$ cat src/rtl/ledks_pkg.sv
// Package for the LED display / key-scan serial master: item types, frame
// sequencer states, controller command bytes and segment table. No dependencies.
`timescale 1ns / 1ps
`default_nettype none

package ledks_pkg;

  localparam int MAX_DIGITS = 8;
  localparam int SEG_ENTRIES = 34;

  // Item commands
  typedef enum logic [1:0] {
    CMD_TICK  = 2'd0,
    CMD_LOAD  = 2'd1,
    CMD_START = 2'd2
  } cmd_t;

  // Sequencer phase within one strobe-framed transaction
  typedef enum logic [2:0] {
    PH_IDLE,
    PH_OPEN,
    PH_BITS,
    PH_CLOSE,
    PH_GAP
  } phase_t;

  // Transactions of a frame, in order
  typedef enum logic [1:0] {
    TX_MODE,
    TX_DISPLAY,
    TX_KEYS,
    TX_BRIGHT
  } txn_t;

  // Controller command bytes
  localparam logic [7:0] OP_WRITE_AUTO  = 8'h40;
  localparam logic [7:0] OP_ADDR_ZERO   = 8'hC0;
  localparam logic [7:0] OP_READ_KEYS   = 8'h42;
  localparam logic [7:0] OP_DISPLAY_ON  = 8'h88;
  localparam logic [7:0] OP_DISPLAY_OFF = 8'h80;
  localparam logic [7:0] OP_ZERO_BYTE   = 8'h00;

  localparam logic [5:0] CODE_BLANK = 6'd32;
  localparam logic [3:0] BRIGHT_MAX = 4'd8;
  localparam logic [3:0] BRIGHT_RESET = 4'd5;

  // Bytes per transaction (command byte included)
  localparam logic [4:0] DISPLAY_BYTES = 5'd17;
  localparam logic [4:0] KEY_BYTES     = 5'd5;
  localparam logic [4:0] SINGLE_BYTE   = 5'd1;

  localparam logic [7:0] SEG_TABLE [SEG_ENTRIES] = '{
    8'h3F, 8'h06, 8'h5B, 8'h4F, 8'h66, 8'h6D, 8'h7D, 8'h27,
    8'h7F, 8'h6F, 8'h77, 8'h7C, 8'h39, 8'h5E, 8'h79, 8'h71,
    8'hBF, 8'h86, 8'hDB, 8'hCF, 8'hE6, 8'hED, 8'hFD, 8'hA7,
    8'hFF, 8'hEF, 8'hF7, 8'hFC, 8'hB9, 8'hDE, 8'hF9, 8'hF1,
    8'h00, 8'h40
  };

  typedef struct packed {
    logic strobe;
    logic clock;
    logic data;
  } pins_t;

  localparam pins_t PINS_IDLE = '{strobe: 1'b1, clock: 1'b1, data: 1'b1};

  typedef struct packed {
    logic [1:0] command;
    logic [2:0] digit_index;
    logic [5:0] digit_code;
    logic       dio_in;
  } item_t;

  typedef struct packed {
    logic       strobe_pin;
    logic       clock_pin;
    logic       data_out_pin;
    logic       busy_res;
    logic [5:0] key_code;
    logic       key_valid;
  } result_t;

  // Segment pattern of a digit code; codes past the table are blank
  function automatic logic [7:0] seg_of(input logic [5:0] code);
    logic [7:0] seg;
    seg = 8'h00;
    if (code < 6'(SEG_ENTRIES)) begin
      seg = SEG_TABLE[code];
    end
    return seg;
  endfunction

  // Brightness command byte; levels above the top saturate
  function automatic logic [7:0] bright_cmd(input logic [3:0] level);
    logic [3:0] lv;
    logic [7:0] op;
    lv = (level > BRIGHT_MAX) ? BRIGHT_MAX : level;
    if (lv == 4'd0) begin
      op = OP_DISPLAY_OFF;
    end else begin
      op = OP_DISPLAY_ON | {5'd0, 3'(lv - 4'd1)};
    end
    return op;
  endfunction

  function automatic logic [4:0] tx_bytes(input txn_t txn);
    logic [4:0] n;
    case (txn)
      TX_DISPLAY: n = DISPLAY_BYTES;
      TX_KEYS:    n = KEY_BYTES;
      default:    n = SINGLE_BYTE;
    endcase
    return n;
  endfunction

  function automatic txn_t next_txn(input txn_t txn);
    txn_t n;
    case (txn)
      TX_MODE:    n = TX_DISPLAY;
      TX_DISPLAY: n = TX_KEYS;
      default:    n = TX_BRIGHT;
    endcase
    return n;
  endfunction

  // Index of the highest set bit of a byte (zero when none is set)
  function automatic logic [2:0] msb_index(input logic [7:0] b);
    logic [2:0] idx;
    idx = 3'd0;
    for (int i = 0; i < 8; i++) begin
      if (b[i]) begin
        idx = 3'(i);
      end
    end
    return idx;
  endfunction

endpackage

`default_nettype wire

$ cat src/rtl/ledks_if.sv
// Valid/ready channel interfaces for the LED display / key-scan serial master.
// Depends on nothing; payload widths follow the item and result formats.
`timescale 1ns / 1ps
`default_nettype none

interface ledks_item_if;
  logic       valid;
  logic       ready;
  logic [1:0] command;
  logic [2:0] digit_index;
  logic [5:0] digit_code;
  logic       dio_in;

  modport source (output valid, command, digit_index, digit_code, dio_in, input ready);
  modport sink   (input valid, command, digit_index, digit_code, dio_in, output ready);
endinterface

interface ledks_result_if;
  logic       valid;
  logic       ready;
  logic       strobe_pin;
  logic       clock_pin;
  logic       data_out_pin;
  logic       busy_res;
  logic [5:0] key_code;
  logic       key_valid;

  modport source (output valid, strobe_pin, clock_pin, data_out_pin, busy_res, key_code,
                  key_valid, input ready);
  modport sink   (input valid, strobe_pin, clock_pin, data_out_pin, busy_res, key_code,
                  key_valid, output ready);
endinterface

`default_nettype wire

$ cat src/rtl/led_display_key_scan_serial_master.sv
// LED display / key-scan serial master top level: input register, frame
// sequencer (ledks_frame_seq), result register. Depends on ledks_pkg, ledks_if.
//
// Usage:
//   item channel carries commands: tick, load digit (digit_index, digit_code),
//   start frame. Each accepted item yields exactly one result item with the
//   three pin levels, busy flag, last key code and a key_valid pulse.
//   cfg_we/cfg_wdata write the 4-bit brightness register; write it while no
//   item is in flight.
// Pipeline: an accepted item sits in the input register; the sequencer steps
//   it when the result register has room, and its result is then loaded into
//   the result register.
// Throughput: one item per clock while result.ready is high; the sequencer step
//   between the input and result registers is a single pass of short logic.
// Reset: pins all high, sequencer idle, digit codes zero, brightness 5, both
//   registers empty. A start then clocks out the frame one tick per pin phase.
// Stall: when the receiver holds ready low, the result register holds its
//   item, the input register fills, and item.ready drops until space frees up.
`timescale 1ns / 1ps
`default_nettype none

module led_display_key_scan_serial_master import ledks_pkg::*; #(
  parameter int NUM_DIGITS    = 8,
  parameter int STB_GAP_TICKS = 3
) (
  input  logic            clk,
  input  logic            rst,
  input  logic            cfg_we,
  input  logic [3:0]      cfg_wdata,
  ledks_item_if.sink      item,
  ledks_result_if.source  result
);

  logic       in_valid;
  item_t      in_item;
  logic       res_valid;
  result_t    res_item;
  result_t    seq_result;
  logic       advance;
  logic [3:0] brightness;

  // Step the sequencer when the result register has room
  assign advance    = in_valid && (!res_valid || result.ready);
  assign item.ready = !in_valid || advance;

  // Brightness register
  always_ff @(posedge clk) begin
    if (rst) begin
      brightness <= BRIGHT_RESET;
    end else if (cfg_we) begin
      brightness <= cfg_wdata;
    end
  end

  // Input register
  always_ff @(posedge clk) begin
    if (rst) begin
      in_valid <= 1'b0;
    end else if (item.ready) begin
      in_valid <= item.valid;
    end
  end

  always_ff @(posedge clk) begin
    if (item.valid && item.ready) begin
      in_item <= '{command: item.command, digit_index: item.digit_index,
                   digit_code: item.digit_code, dio_in: item.dio_in};
    end
  end

  ledks_frame_seq #(
    .NUM_DIGITS    (NUM_DIGITS),
    .STB_GAP_TICKS (STB_GAP_TICKS)
  ) u_seq (
    .clk        (clk),
    .rst        (rst),
    .step       (advance),
    .item       (in_item),
    .brightness (brightness),
    .result     (seq_result)
  );

  // Result register
  always_ff @(posedge clk) begin
    if (rst) begin
      res_valid <= 1'b0;
    end else if (advance) begin
      res_valid <= 1'b1;
    end else if (result.ready) begin
      res_valid <= 1'b0;
    end
  end

  always_ff @(posedge clk) begin
    if (advance) begin
      res_item <= seq_result;
    end
  end

  assign result.valid        = res_valid;
  assign result.strobe_pin   = res_item.strobe_pin;
  assign result.clock_pin    = res_item.clock_pin;
  assign result.data_out_pin = res_item.data_out_pin;
  assign result.busy_res     = res_item.busy_res;
  assign result.key_code     = res_item.key_code;
  assign result.key_valid    = res_item.key_valid;

endmodule

`default_nettype wire

$ cat src/rtl/ledks_frame_seq.sv
// Frame sequencer: digit store, grid snapshot, pin waveform and key decode.
// Depends on ledks_pkg. State advances on each item the top level steps in.
`timescale 1ns / 1ps
`default_nettype none

module ledks_frame_seq import ledks_pkg::*; #(
  parameter int NUM_DIGITS    = 8,
  parameter int STB_GAP_TICKS = 3
) (
  input  logic       clk,
  input  logic       rst,
  input  logic       step,
  input  item_t      item,
  input  logic [3:0] brightness,
  output result_t    result
);

  phase_t      phase, phase_next;
  txn_t        txn, txn_next;
  logic [4:0]  byte_cnt, byte_cnt_next;
  logic [3:0]  bit_ph, bit_ph_next;
  logic [7:0]  gap_cnt, gap_cnt_next;
  logic [7:0]  shift, shift_next;
  logic [5:0]  key_acc, key_acc_next;
  logic [5:0]  key_reg, key_reg_next;
  pins_t       pins, pins_next;
  logic        key_pulse;

  logic [5:0]  digit_store [MAX_DIGITS];
  logic [7:0]  grid [MAX_DIGITS];
  logic [7:0]  snap [MAX_DIGITS];
  logic [7:0]  seg [MAX_DIGITS];

  logic        is_tick;
  logic        do_start;
  logic        rd;
  logic [4:0]  byte_inc;
  logic [4:0]  byte_m1;
  logic [7:0]  gap_inc;
  logic [7:0]  wr_byte;
  logic [7:0]  sb;

  assign is_tick  = (item.command == CMD_TICK);
  assign do_start = (item.command == CMD_START) && (phase == PH_IDLE);
  assign rd       = (txn == TX_KEYS) && (byte_cnt != 5'd0);
  assign byte_inc = byte_cnt + 5'd1;
  assign byte_m1  = byte_cnt - 5'd1;
  assign gap_inc  = gap_cnt + 8'd1;

  // Digit store: one register per digit, digits past NUM_DIGITS read blank
  for (genvar d = 0; d < MAX_DIGITS; d++) begin : g_digit
    if (d < NUM_DIGITS) begin : g_used
      always_ff @(posedge clk) begin
        if (rst) begin
          digit_store[d] <= 6'd0;
        end else if (step && item.command == CMD_LOAD && item.digit_index == 3'(d)) begin
          digit_store[d] <= item.digit_code;
        end
      end
    end else begin : g_unused
      assign digit_store[d] = CODE_BLANK;
    end
    assign seg[d] = seg_of(digit_store[d]);
  end

  // Transpose segments: grid byte g, bit 7-d, is segment g of digit d
  always_comb begin
    for (int g = 0; g < MAX_DIGITS; g++) begin
      for (int d = 0; d < MAX_DIGITS; d++) begin
        snap[g][MAX_DIGITS - 1 - d] = seg[d][g];
      end
    end
  end

  always_ff @(posedge clk) begin
    if (step && do_start) begin
      grid <= snap;
    end
  end

  // Byte to shift out for the current transaction and byte count
  always_comb begin
    case (txn)
      TX_MODE: wr_byte = OP_WRITE_AUTO;
      TX_DISPLAY: begin
        if (byte_cnt == 5'd0) begin
          wr_byte = OP_ADDR_ZERO;
        end else if (byte_cnt[0]) begin
          wr_byte = grid[byte_m1[3:1]];
        end else begin
          wr_byte = OP_ZERO_BYTE;
        end
      end
      TX_KEYS: wr_byte = OP_READ_KEYS;
      default: wr_byte = bright_cmd(brightness);
    endcase
  end

  // Next phase and transaction
  always_comb begin
    phase_next = phase;
    txn_next   = txn;
    case (phase)
      PH_IDLE: begin
        if (do_start) begin
          phase_next = PH_OPEN;
          txn_next   = TX_MODE;
        end
      end
      PH_OPEN: begin
        if (is_tick) begin
          phase_next = PH_BITS;
        end
      end
      PH_BITS: begin
        if (is_tick && bit_ph == 4'hF && byte_inc >= tx_bytes(txn)) begin
          phase_next = PH_CLOSE;
        end
      end
      PH_CLOSE: begin
        if (is_tick) begin
          phase_next = (txn == TX_BRIGHT) ? PH_IDLE : PH_GAP;
        end
      end
      PH_GAP: begin
        if (is_tick && gap_inc >= 8'(STB_GAP_TICKS)) begin
          phase_next = PH_OPEN;
          txn_next   = next_txn(txn);
        end
      end
      default: begin
        phase_next = PH_IDLE;
      end
    endcase
  end

  // Pin waveform, shifter, counters and key decode for one tick
  always_comb begin
    pins_next     = pins;
    byte_cnt_next = byte_cnt;
    bit_ph_next   = bit_ph;
    gap_cnt_next  = gap_cnt;
    shift_next    = shift;
    key_acc_next  = key_acc;
    key_reg_next  = key_reg;
    key_pulse     = 1'b0;
    sb            = (bit_ph == 4'd0) ? wr_byte : shift;
    if (is_tick) begin
      case (phase)
        PH_OPEN: begin
          pins_next     = '{strobe: 1'b0, clock: 1'b1, data: 1'b1};
          byte_cnt_next = 5'd0;
          bit_ph_next   = 4'd0;
          if (txn == TX_KEYS) begin
            key_acc_next = 6'd0;
          end
        end
        PH_BITS: begin
          if (!bit_ph[0]) begin
            // falling clock edge: drive data, release it for read bits
            if (rd) begin
              pins_next = '{strobe: 1'b0, clock: 1'b0, data: 1'b1};
            end else begin
              shift_next = sb;
              pins_next  = '{strobe: 1'b0, clock: 1'b0, data: sb[0]};
            end
          end else begin
            // rising clock edge: sample on reads, shift on writes
            pins_next.clock = 1'b1;
            shift_next = rd ? {shift[6:0], item.dio_in} : {1'b0, shift[7:1]};
          end
          if (bit_ph == 4'hF) begin
            // later key bytes hold higher bits, so a nonzero byte overrides
            if (rd && shift_next != 8'd0) begin
              key_acc_next = {1'b0, 2'(byte_m1), msb_index(shift_next)} + 6'd1;
            end
            byte_cnt_next = byte_inc;
            bit_ph_next   = 4'd0;
          end else begin
            bit_ph_next = bit_ph + 4'd1;
          end
        end
        PH_CLOSE: begin
          pins_next    = PINS_IDLE;
          gap_cnt_next = 8'd0;
          if (txn == TX_KEYS) begin
            key_reg_next = key_acc;
            key_pulse    = 1'b1;
          end
        end
        PH_GAP: begin
          pins_next    = PINS_IDLE;
          gap_cnt_next = gap_inc;
        end
        default: begin
          pins_next = pins;
        end
      endcase
    end
  end

  // Result reflects the state after this item
  always_comb begin
    result.strobe_pin   = pins_next.strobe;
    result.clock_pin    = pins_next.clock;
    result.data_out_pin = pins_next.data;
    result.busy_res     = (phase_next != PH_IDLE);
    result.key_code     = key_reg_next;
    result.key_valid    = key_pulse;
  end

  always_ff @(posedge clk) begin
    if (rst) begin
      phase    <= PH_IDLE;
      txn      <= TX_MODE;
      byte_cnt <= 5'd0;
      bit_ph   <= 4'd0;
      gap_cnt  <= 8'd0;
      shift    <= 8'd0;
      key_acc  <= 6'd0;
      key_reg  <= 6'd0;
      pins     <= PINS_IDLE;
    end else if (step) begin
      phase    <= phase_next;
      txn      <= txn_next;
      byte_cnt <= byte_cnt_next;
      bit_ph   <= bit_ph_next;
      gap_cnt  <= gap_cnt_next;
      shift    <= shift_next;
      key_acc  <= key_acc_next;
      key_reg  <= key_reg_next;
      pins     <= pins_next;
    end
  end

endmodule

`default_nettype wire

$ cat src/flat_wrapper.sv
// flat-port wrapper written by rule: the top's interface ports become plain ports
module led_display_key_scan_serial_master_flat import ledks_pkg::*;
#(
  parameter int NUM_DIGITS    = 8,
  parameter int STB_GAP_TICKS = 3
)
  (clk, rst, cfg_we, cfg_wdata, item_valid, item_command, item_digit_index, item_digit_code, item_dio_in, item_ready, result_valid, result_strobe_pin, result_clock_pin, result_data_out_pin, result_busy_res, result_key_code, result_key_valid, result_ready);
  ledks_item_if item_i ();
  ledks_result_if result_i ();
  input  logic clk;
  input  logic rst;
  input  logic cfg_we;
  input  logic [3:0] cfg_wdata;
  input wire logic [$bits(item_i.valid)-1:0] item_valid;
  input wire logic [$bits(item_i.command)-1:0] item_command;
  input wire logic [$bits(item_i.digit_index)-1:0] item_digit_index;
  input wire logic [$bits(item_i.digit_code)-1:0] item_digit_code;
  input wire logic [$bits(item_i.dio_in)-1:0] item_dio_in;
  output wire logic [$bits(item_i.ready)-1:0] item_ready;
  output wire logic [$bits(result_i.valid)-1:0] result_valid;
  output wire logic [$bits(result_i.strobe_pin)-1:0] result_strobe_pin;
  output wire logic [$bits(result_i.clock_pin)-1:0] result_clock_pin;
  output wire logic [$bits(result_i.data_out_pin)-1:0] result_data_out_pin;
  output wire logic [$bits(result_i.busy_res)-1:0] result_busy_res;
  output wire logic [$bits(result_i.key_code)-1:0] result_key_code;
  output wire logic [$bits(result_i.key_valid)-1:0] result_key_valid;
  input wire logic [$bits(result_i.ready)-1:0] result_ready;
  assign item_i.valid = item_valid;
  assign item_i.command = item_command;
  assign item_i.digit_index = item_digit_index;
  assign item_i.digit_code = item_digit_code;
  assign item_i.dio_in = item_dio_in;
  assign item_ready = item_i.ready;
  assign result_valid = result_i.valid;
  assign result_strobe_pin = result_i.strobe_pin;
  assign result_clock_pin = result_i.clock_pin;
  assign result_data_out_pin = result_i.data_out_pin;
  assign result_busy_res = result_i.busy_res;
  assign result_key_code = result_i.key_code;
  assign result_key_valid = result_i.key_valid;
  assign result_i.ready = result_ready;
  led_display_key_scan_serial_master #(.NUM_DIGITS(NUM_DIGITS), .STB_GAP_TICKS(STB_GAP_TICKS)) u_core (.clk(clk), .rst(rst), .cfg_we(cfg_we), .cfg_wdata(cfg_wdata), .item(item_i), .result(result_i));
endmodule
$ cat config.mk
export PLATFORM = sky130hd
export DESIGN_NAME = led_display_key_scan_serial_master_flat
export DESIGN_NICKNAME = d
export VERILOG_FILES = /design/src/rtl/ledks_pkg.sv /design/src/rtl/ledks_if.sv /design/src/rtl/led_display_key_scan_serial_master.sv /design/src/rtl/ledks_frame_seq.sv /design/src/flat_wrapper.sv
export SDC_FILE = /design/constraint.sdc
export NUM_CORES = 1
export LEC_CHECK = 0
export ABC_CLOCK_PERIOD_IN_PS = 24900
export BUFFER_PORTS_ARGS = -buffer_cell sky130_fd_sc_hd__buf_4
export CAP_MARGIN = 20
export CORE_ASPECT_RATIO = 0.5
export CORE_MARGIN = 4
export CORE_UTILIZATION = 45
export DETAILED_ROUTE_END_ITERATION = 16
export PLACE_DENSITY = 0.6
export SYNTH_ARGS = -nofsm -noshare
export SYNTH_HDL_FRONTEND = slang
export SYNTH_SLANG_ARGS = --single-unit
$ cat constraint.sdc
create_clock -name clk -period 24.9 [get_ports clk]
set_clock_uncertainty 0.15 [all_clocks]
set_input_delay 7.47 -clock clk [delete_from_list [all_inputs] [get_ports clk]]
set_output_delay 7.47 -clock clk [all_outputs]
set_load 0.02 [all_outputs]
==> out/metrics.csv, run 1 <==
stage,metric,value,unit
run_status,status,completed,
sta,worst hold slack,0.307,ns
cts,clock root buffer,clkbuf_16,
place,routability congestion estimate,0.827,
place,hpwl dp,15.1,mm
sta,Slew headroom,40.0,%
place,dpl cells,1290,
cts,Num CTS Buffers,17,
sta,final critical-path share of the clock period,62.9,%
synthesis,mux cell area share after synthesis,7.08,%
synthesis,post-synthesis xor/xnor area fraction,1.01,%
route,Routed WL,21.7,mm
synthesis,top_reg_cell synth,edfxtp_1,
worst_setup_path,Worst Setup Path Type,in -> out,
sta,Max Clk Rate,63.8,MHz
synthesis,synthesized instance count,1000,
cts,"Clk Latency, worst-skew pair",0.44,ns
grt,largest net degree at the start of global routing,66,
cells_and_area,Biggest register,u_core.u_seq.grid,
cts,# resized after CTS,0,
sta,Final min period,15.67,ns
sta,Setup TNS,0,ns
synthesis,main combinational cell family by area after synthesis,simple AND/OR/NAND/NOR gates,
sta,Final Setup Violations,0,
route,drt first pass iters,5,
grt,antenna violations before repair,0,
worst_setup_path,Critical Path Source,result_ready,
sta,Final Slew Violations,0,
synthesis,yosys warns,0,
worst_setup_path,crit path max fanout,4,
route,Routed Antenna Nets,0,
worst_setup_path,RR Startpoint,u_core.u_seq.byte_cnt[0],
synthesis,post-synthesis simple-gate area fraction,18.3,%
worst_setup_path,CP endpoint kind,primary output,
route,via count,7370,
grt,vias in the first global route,6986,
cells_and_area,NumNets Final,1089,
grt,Tot GR Track Use,17.1,%
cells_and_area,Final Instance Area,11600,um2
worst_hold_path,Worst Hold Launch,u_core.u_seq.key_acc[3],
cells_and_area,Largest register FFs,64,
synthesis,sequential share of the synthesized area,48.2,%
worst_setup_path,Setup crit start kind,primary input,
cells_and_area,Layout Cells excl Fill,1323,
synthesis,Synth async-reset ratio,0,%
floorplan,IO Count,34,
worst_hold_path,Tightest Hold Check Type,reg -> reg,
cells_and_area,layout cells sized above 1,10.1,%
floorplan,num rows,39,
route,wire length per cell,16.4,um
cts,CTS tree,built,
pwr,power per cell area,58.6,nW/um2
synthesis,Syn Area/Cell,10.5,um2
pwr,Leak Pwr,4.25,nW
place,PortBufs,33,
cts,CTS Sinks,186,
floorplan,CORE AREA,22900,um2
sta,"Hold Vio Cnt, Final",0,
grt,first-pass GRT wire length,35.6,mm
place,post-placement cell area,11000,um2
cts,cts hold-fix bufs,0,
cells_and_area,area delta synth->final,10.2,%
cts,Worst-path clk slew,0.07,ns
floorplan,Die H,116,um
synthesis,Synth Area in Compound Gates,13.6,%
cts,post-CTS setup buffer count,0,
floorplan,Die Footprint,26100,um2
sta,worst slew pin tran,0.877,ns
route,routed vias/inst,5.57,
grt,total gr overflow,0,
cells_and_area,Layout fillers,2075,
worst_setup_path,CP required,17.28,ns
route,Iter 0 DRT Violations,489,
synthesis,synthesized cell area,10500,um2
worst_setup_path,Critical Path AT,8.05,ns
cells_and_area,Largest regs,"u_core.u_seq.grid: 64 flops, u_core.u_seq.digit_store: 48 flops, u_core.in_item: 12 flops",
synthesis,"FF+latch count, synth",186,
cts,Clock Path Buffers,2,
floorplan,die width,224,um
run,Max-cap violations,0,
synthesis,adder-cell share of the synthesized area,7.84,%
synthesis,Post-synth EDFFs,135,
floorplan,Starting Density,45.9,%
cts,CTS HTree Levels,4,
sta,RSZ-0062 raised after global routing,no,
pwr,worst vdd ir,45.9,uV
synthesis,Unique masters post-synth,81,
synthesis,Syn Nets,1087,
route,drt drc,0,
worst max-delay path, cell delays in order:
cell     delay [ns]
buf_4          0.11
nor2b_1        0.21
nand2_1        0.10
buf_4          0.16
through the flow:
| stage | utilization [%] | total power [mW] | worst slack [ns] |
|---|---|---|---|
| after floorplan | - | 0.386 | 9.46 |
| after global placement | 47.8 | 0.399 | 9.26 |
| after detailed placement | 47.8 | 0.400 | 9.23 |
| after CTS | 50.6 | 0.687 | 9.23 |
| after global routing | 50.6 | 0.708 | 9.20 |
| final | 50.6 | 0.680 | 9.23 |
cell type report:
type / instances / area (um2) / area share [%]
diodes: 1 / 2.50 / 0.0216
repair buffers: 34 / 255 / 2.20
clock buffers: 23 / 533 / 4.59
inverters: 56 / 210 / 1.81
multi-input cells: 707 / 5040 / 43.5
clock inverters: 9 / 104 / 0.895
flip-flops and latches: 186 / 5070 / 43.7
well taps: 307 / 384 / 3.31
Yosys cell counts, drive strengths merged, types with 5 or more instances:
master | instances | area [um2]
nand3b | 5 | 37.5
nand2b | 7 | 43.8
ha | 66 | 826
xnor2 | 7 | 61.3
nor2b | 34 | 213
mux4 | 21 | 503
nand4 | 5 | 46.3
and2 | 55 | 344
a311oi | 12 | 129
nand2 | 53 | 199
mux2i | 13 | 130
a21oi | 44 | 220
o21ai | 40 | 204
clkbuf | 38 | 143
a31oi | 8 | 50.1
nor2 | 132 | 498
inv | 55 | 206
a221oi | 12 | 105
o22ai | 10 | 62.6
or3 | 8 | 50.1
dfxtp | 51 | 1020
a211oi | 25 | 188
edfxtp | 135 | 4050
buf | 13 | 67.6
nor3 | 33 | 165
and4 | 5 | 46.3
o21bai | 14 | 105
nand3 | 18 | 90.1
a22oi | 7 | 52.6
mux2 | 10 | 113
placed cells by master (no fill, tap or decap), types with 35 or more instances in the layout:
cell and instances:
and2_1 55, nor2_1 131, nand2_1 53, o21ai_0 35
dfxtp_1 51, edfxtp_1 135, a21oi_1 44, ha_1 66
inv_1 53
power breakdown:
part           total (mW)  switching [mW]  leakage (nW)  internal, mW
Sequential          0.352          0.0106          1.71         0.342
Clock               0.287           0.115         0.310         0.172
Combinational      0.0412          0.0232          2.23        0.0180
worst paths after layout:
| path | slack (ns) | cells past startpoint | end |
|---|---|---|---|
| setup / recovery | 9.23 | 4 | item_ready |
| setup reg to reg | 20.09 | 13 | u_core.u_seq.key_acc[4] |
| hold reg to reg | 0.31 | 2 | u_core.u_seq.key_acc[3] |
| hold / removal | 0.31 | 2 | u_core.u_seq.key_acc[3] |
logic make-up after synthesis:
family	Yosys count
AO/OA/AOI/OAI	208
XOR/XNOR	10
adder cells (fa/ha/maj)	66
buffers and inverters	107
flip-flops	186
multiplexers	44
AND/OR/NAND/NOR	379
routing by layer:
layer | track usage (%) | wire, um | vias to the layer above
li1 | - | - | 3651
met4 | 5.55 | 301 | 0
met5 | 0 | 0 | -
met2 | 28.0 | 10100 | 145
met3 | 3.77 | 827 | 24
met1 | 23.1 | 10500 | 3550
No activity file was read; power rests on OpenSTA's default activity.
==> run 2, diff against run 1 <==
ABC_CLOCK_PERIOD_IN_PS = 12820   (was 24900)
PLACE_DENSITY = 0.62   (was 0.6)
clock period = 12.82 ns   (was 24.9 ns; I/O delays follow)
==> run 2 against run 1 <==
Highest routed layer is now met5. Via count grew 0.28%. Wire length is essentially flat. Flip-flop and latch count is the same. Power grew 87%. Core utilization shrank 0.29 points. Hold slack lost 0.0044 ns.
==> out/metrics.csv, run 2 (synthesis gave the netlist of run 1 again) <==
stage,metric,value,unit,change
sta,worst slew pin tran,0.859,ns,-0.0181 ns
grt,total gr overflow,0,,unchanged
cells_and_area,diode count,0,,-1
floorplan,num rows,39,,unchanged
cells_and_area,area delta synth->final,9.55,%,
route,via count,7391,,+0.28%
cells_and_area,NumNets Final,1089,,unchanged
worst_setup_path,Setup crit start kind,primary input,,
worst_setup_path,CP endpoint kind,primary output,,
sta,Max Clk Rate,119,MHz,
route,drt drc,0,,unchanged
grt,GR peak layer,met2,,
cells_and_area,layout cells sized above 1,10.0,%,-0.099 points
worst_setup_path,crit path max fanout,4,,unchanged
worst_hold_path,Tightest Hold Check Type,reg -> reg,,
sta,Final min period,8.41,ns,
cells_and_area,most frequent cells in the layout,"edfxtp_1 (135), nor2_1 (131), ha_1 (66)",,
sta,Final Slew Violations,0,,unchanged
place,PortBufs,33,,unchanged
pwr,Leak Pwr,4.22,nW,-0.63%
cells_and_area,Largest register FFs,64,,unchanged
cts,# resized after CTS,0,,unchanged
cts,Clock Path Buffers,2,,unchanged
cells_and_area,"leading cell type in the layout, fill and taps excluded",edfxtp_1,,
sta,worst hold slack,0.302,ns,-0.00438 ns
grt,antenna violations before repair,1,,+1
cells_and_area,Biggest register,u_core.u_seq.grid,,
grt,GR Layer Usage met3,3.74,%,-0.025 points
floorplan,CORE AREA,22900,um2,unchanged
run_status,status,completed,,
worst_setup_path,Critical Path AT,4.41,ns,-3.64 ns
grt,M1 GR Usage,22.3,%,-0.78 points
cts,CTS HTree Levels,4,,unchanged
floorplan,IO Count,34,,unchanged
floorplan,Die H,116,um,unchanged
sta,Setup TNS,0,ns,unchanged
run,Max-cap violations,0,,unchanged
route,routed vias/inst,5.59,,+0.36%
floorplan,Starting Density,45.9,%,unchanged
cts,cts hold-fix bufs,0,,unchanged
grt,M2 GR Usage,28.3,%,+0.30 points
cts,clock root buffer,clkbuf_16,,
route,Iter 0 DRT Violations,555,,+13%
cts,Worst-path clk slew,0.07,ns,about the same
cts,"Clk Latency, worst-skew pair",0.44,ns,about the same
pwr,worst vdd ir,98.1,uV,+110%
worst_setup_path,Worst Setup Path Type,in -> out,,
cts,post-CTS setup buffer count,0,,unchanged
route,Routed Antenna Nets,0,,unchanged
grt,Tot GR Track Use,16.9,%,-0.20 points
sta,"Hold Vio Cnt, Final",0,,unchanged
worst_setup_path,Critical Path Source,result_ready,,
sta,Slew headroom,42.6,%,+2.5 points
floorplan,Die Footprint,26100,um2,unchanged
grt,first-pass GRT wire length,35.1,mm,-1.5%
cts,CTS Sinks,186,,unchanged
route,Routed WL,21.7,mm,about the same
grt,largest net degree at the start of global routing,66,,unchanged
grt,vias in the first global route,6981,,-0.072%
worst_setup_path,RR Startpoint,u_core.u_seq.byte_cnt[0],,
cts,Num CTS Buffers,17,,unchanged
place,routability congestion estimate,0.866,,+4.7%
worst_setup_path,CP required,8.82,ns,-8.46 ns
cts,CTS tree,built,,
pwr,power per cell area,110,nW/um2,+88%
cells_and_area,Largest regs,"u_core.u_seq.grid: 64 flops, u_core.u_seq.digit_store: 48 flops, u_core.in_item: 12 flops",,
route,wire length per cell,16.4,um,about the same
place,hpwl dp,15.0,mm,about the same
sta,Final Setup Violations,0,,unchanged
sta,final critical-path share of the clock period,65.6,%,
route,drt first pass iters,5,,unchanged
sta,RSZ-0062 raised after global routing,no,,
floorplan,die width,224,um,unchanged
worst_hold_path,Worst Hold Launch,u_core.u_seq.key_acc[1],,
[run 2: final timing paths]
path,slack (ns),cells past startpoint,end
worst max-delay path,4.41,4,item_ready
worst max register to register,7.98,14,u_core.u_seq.key_acc[4]
worst min register to register,0.30,2,u_core.u_seq.key_acc[1]
worst min-delay path,0.30,2,u_core.u_seq.key_acc[1]
[run 2: critical path: stages]
cell,delay (ns)
buf_4,0.11
nor2b_1,0.20
nand2_1,0.10
buf_4,0.16
[run 2: final cells by class]
cell class,instances,area [um2]
Multi-Input combinational cell,707,5040
Timing Repair Buffer,34,255
Fill cell,2057,11400
Inverter,56,210
Clock inverter,7,66.3
Clock buffer,25,505
Sequential cell,186,5070
Tap cell,307,384
[run 2: stage by stage]
stage	worst slack [ns]	area [um2]	total power, mW	utilization [%]	std cells
6_report	4.41	11500	1.27	50.3	1322
3_5_place_dp	4.41	11000	0.778	47.8	1290
5_1_grt	4.30	11500	1.32	50.3	1322
3_3_place_gp	4.42	11000	0.774	47.8	1290
4_1_cts	4.41	11500	1.29	50.3	1322
2_1_floorplan	3.36	10500	0.750	-	1000
[run 2: layer usage]
metal / up-vias / wire (um)
met5: - / 13
met3: 28 / 855
met1: 3581 / 10400
met4: 2 / 302
li1: 3653 / -
met2: 127 / 10200
[run 2: report_power, final]
group,switching (mW),internal [mW]
logic,0.0450,0.0349
registers,0.0209,0.663
clock network,0.217,0.292
total,0.283,0.991
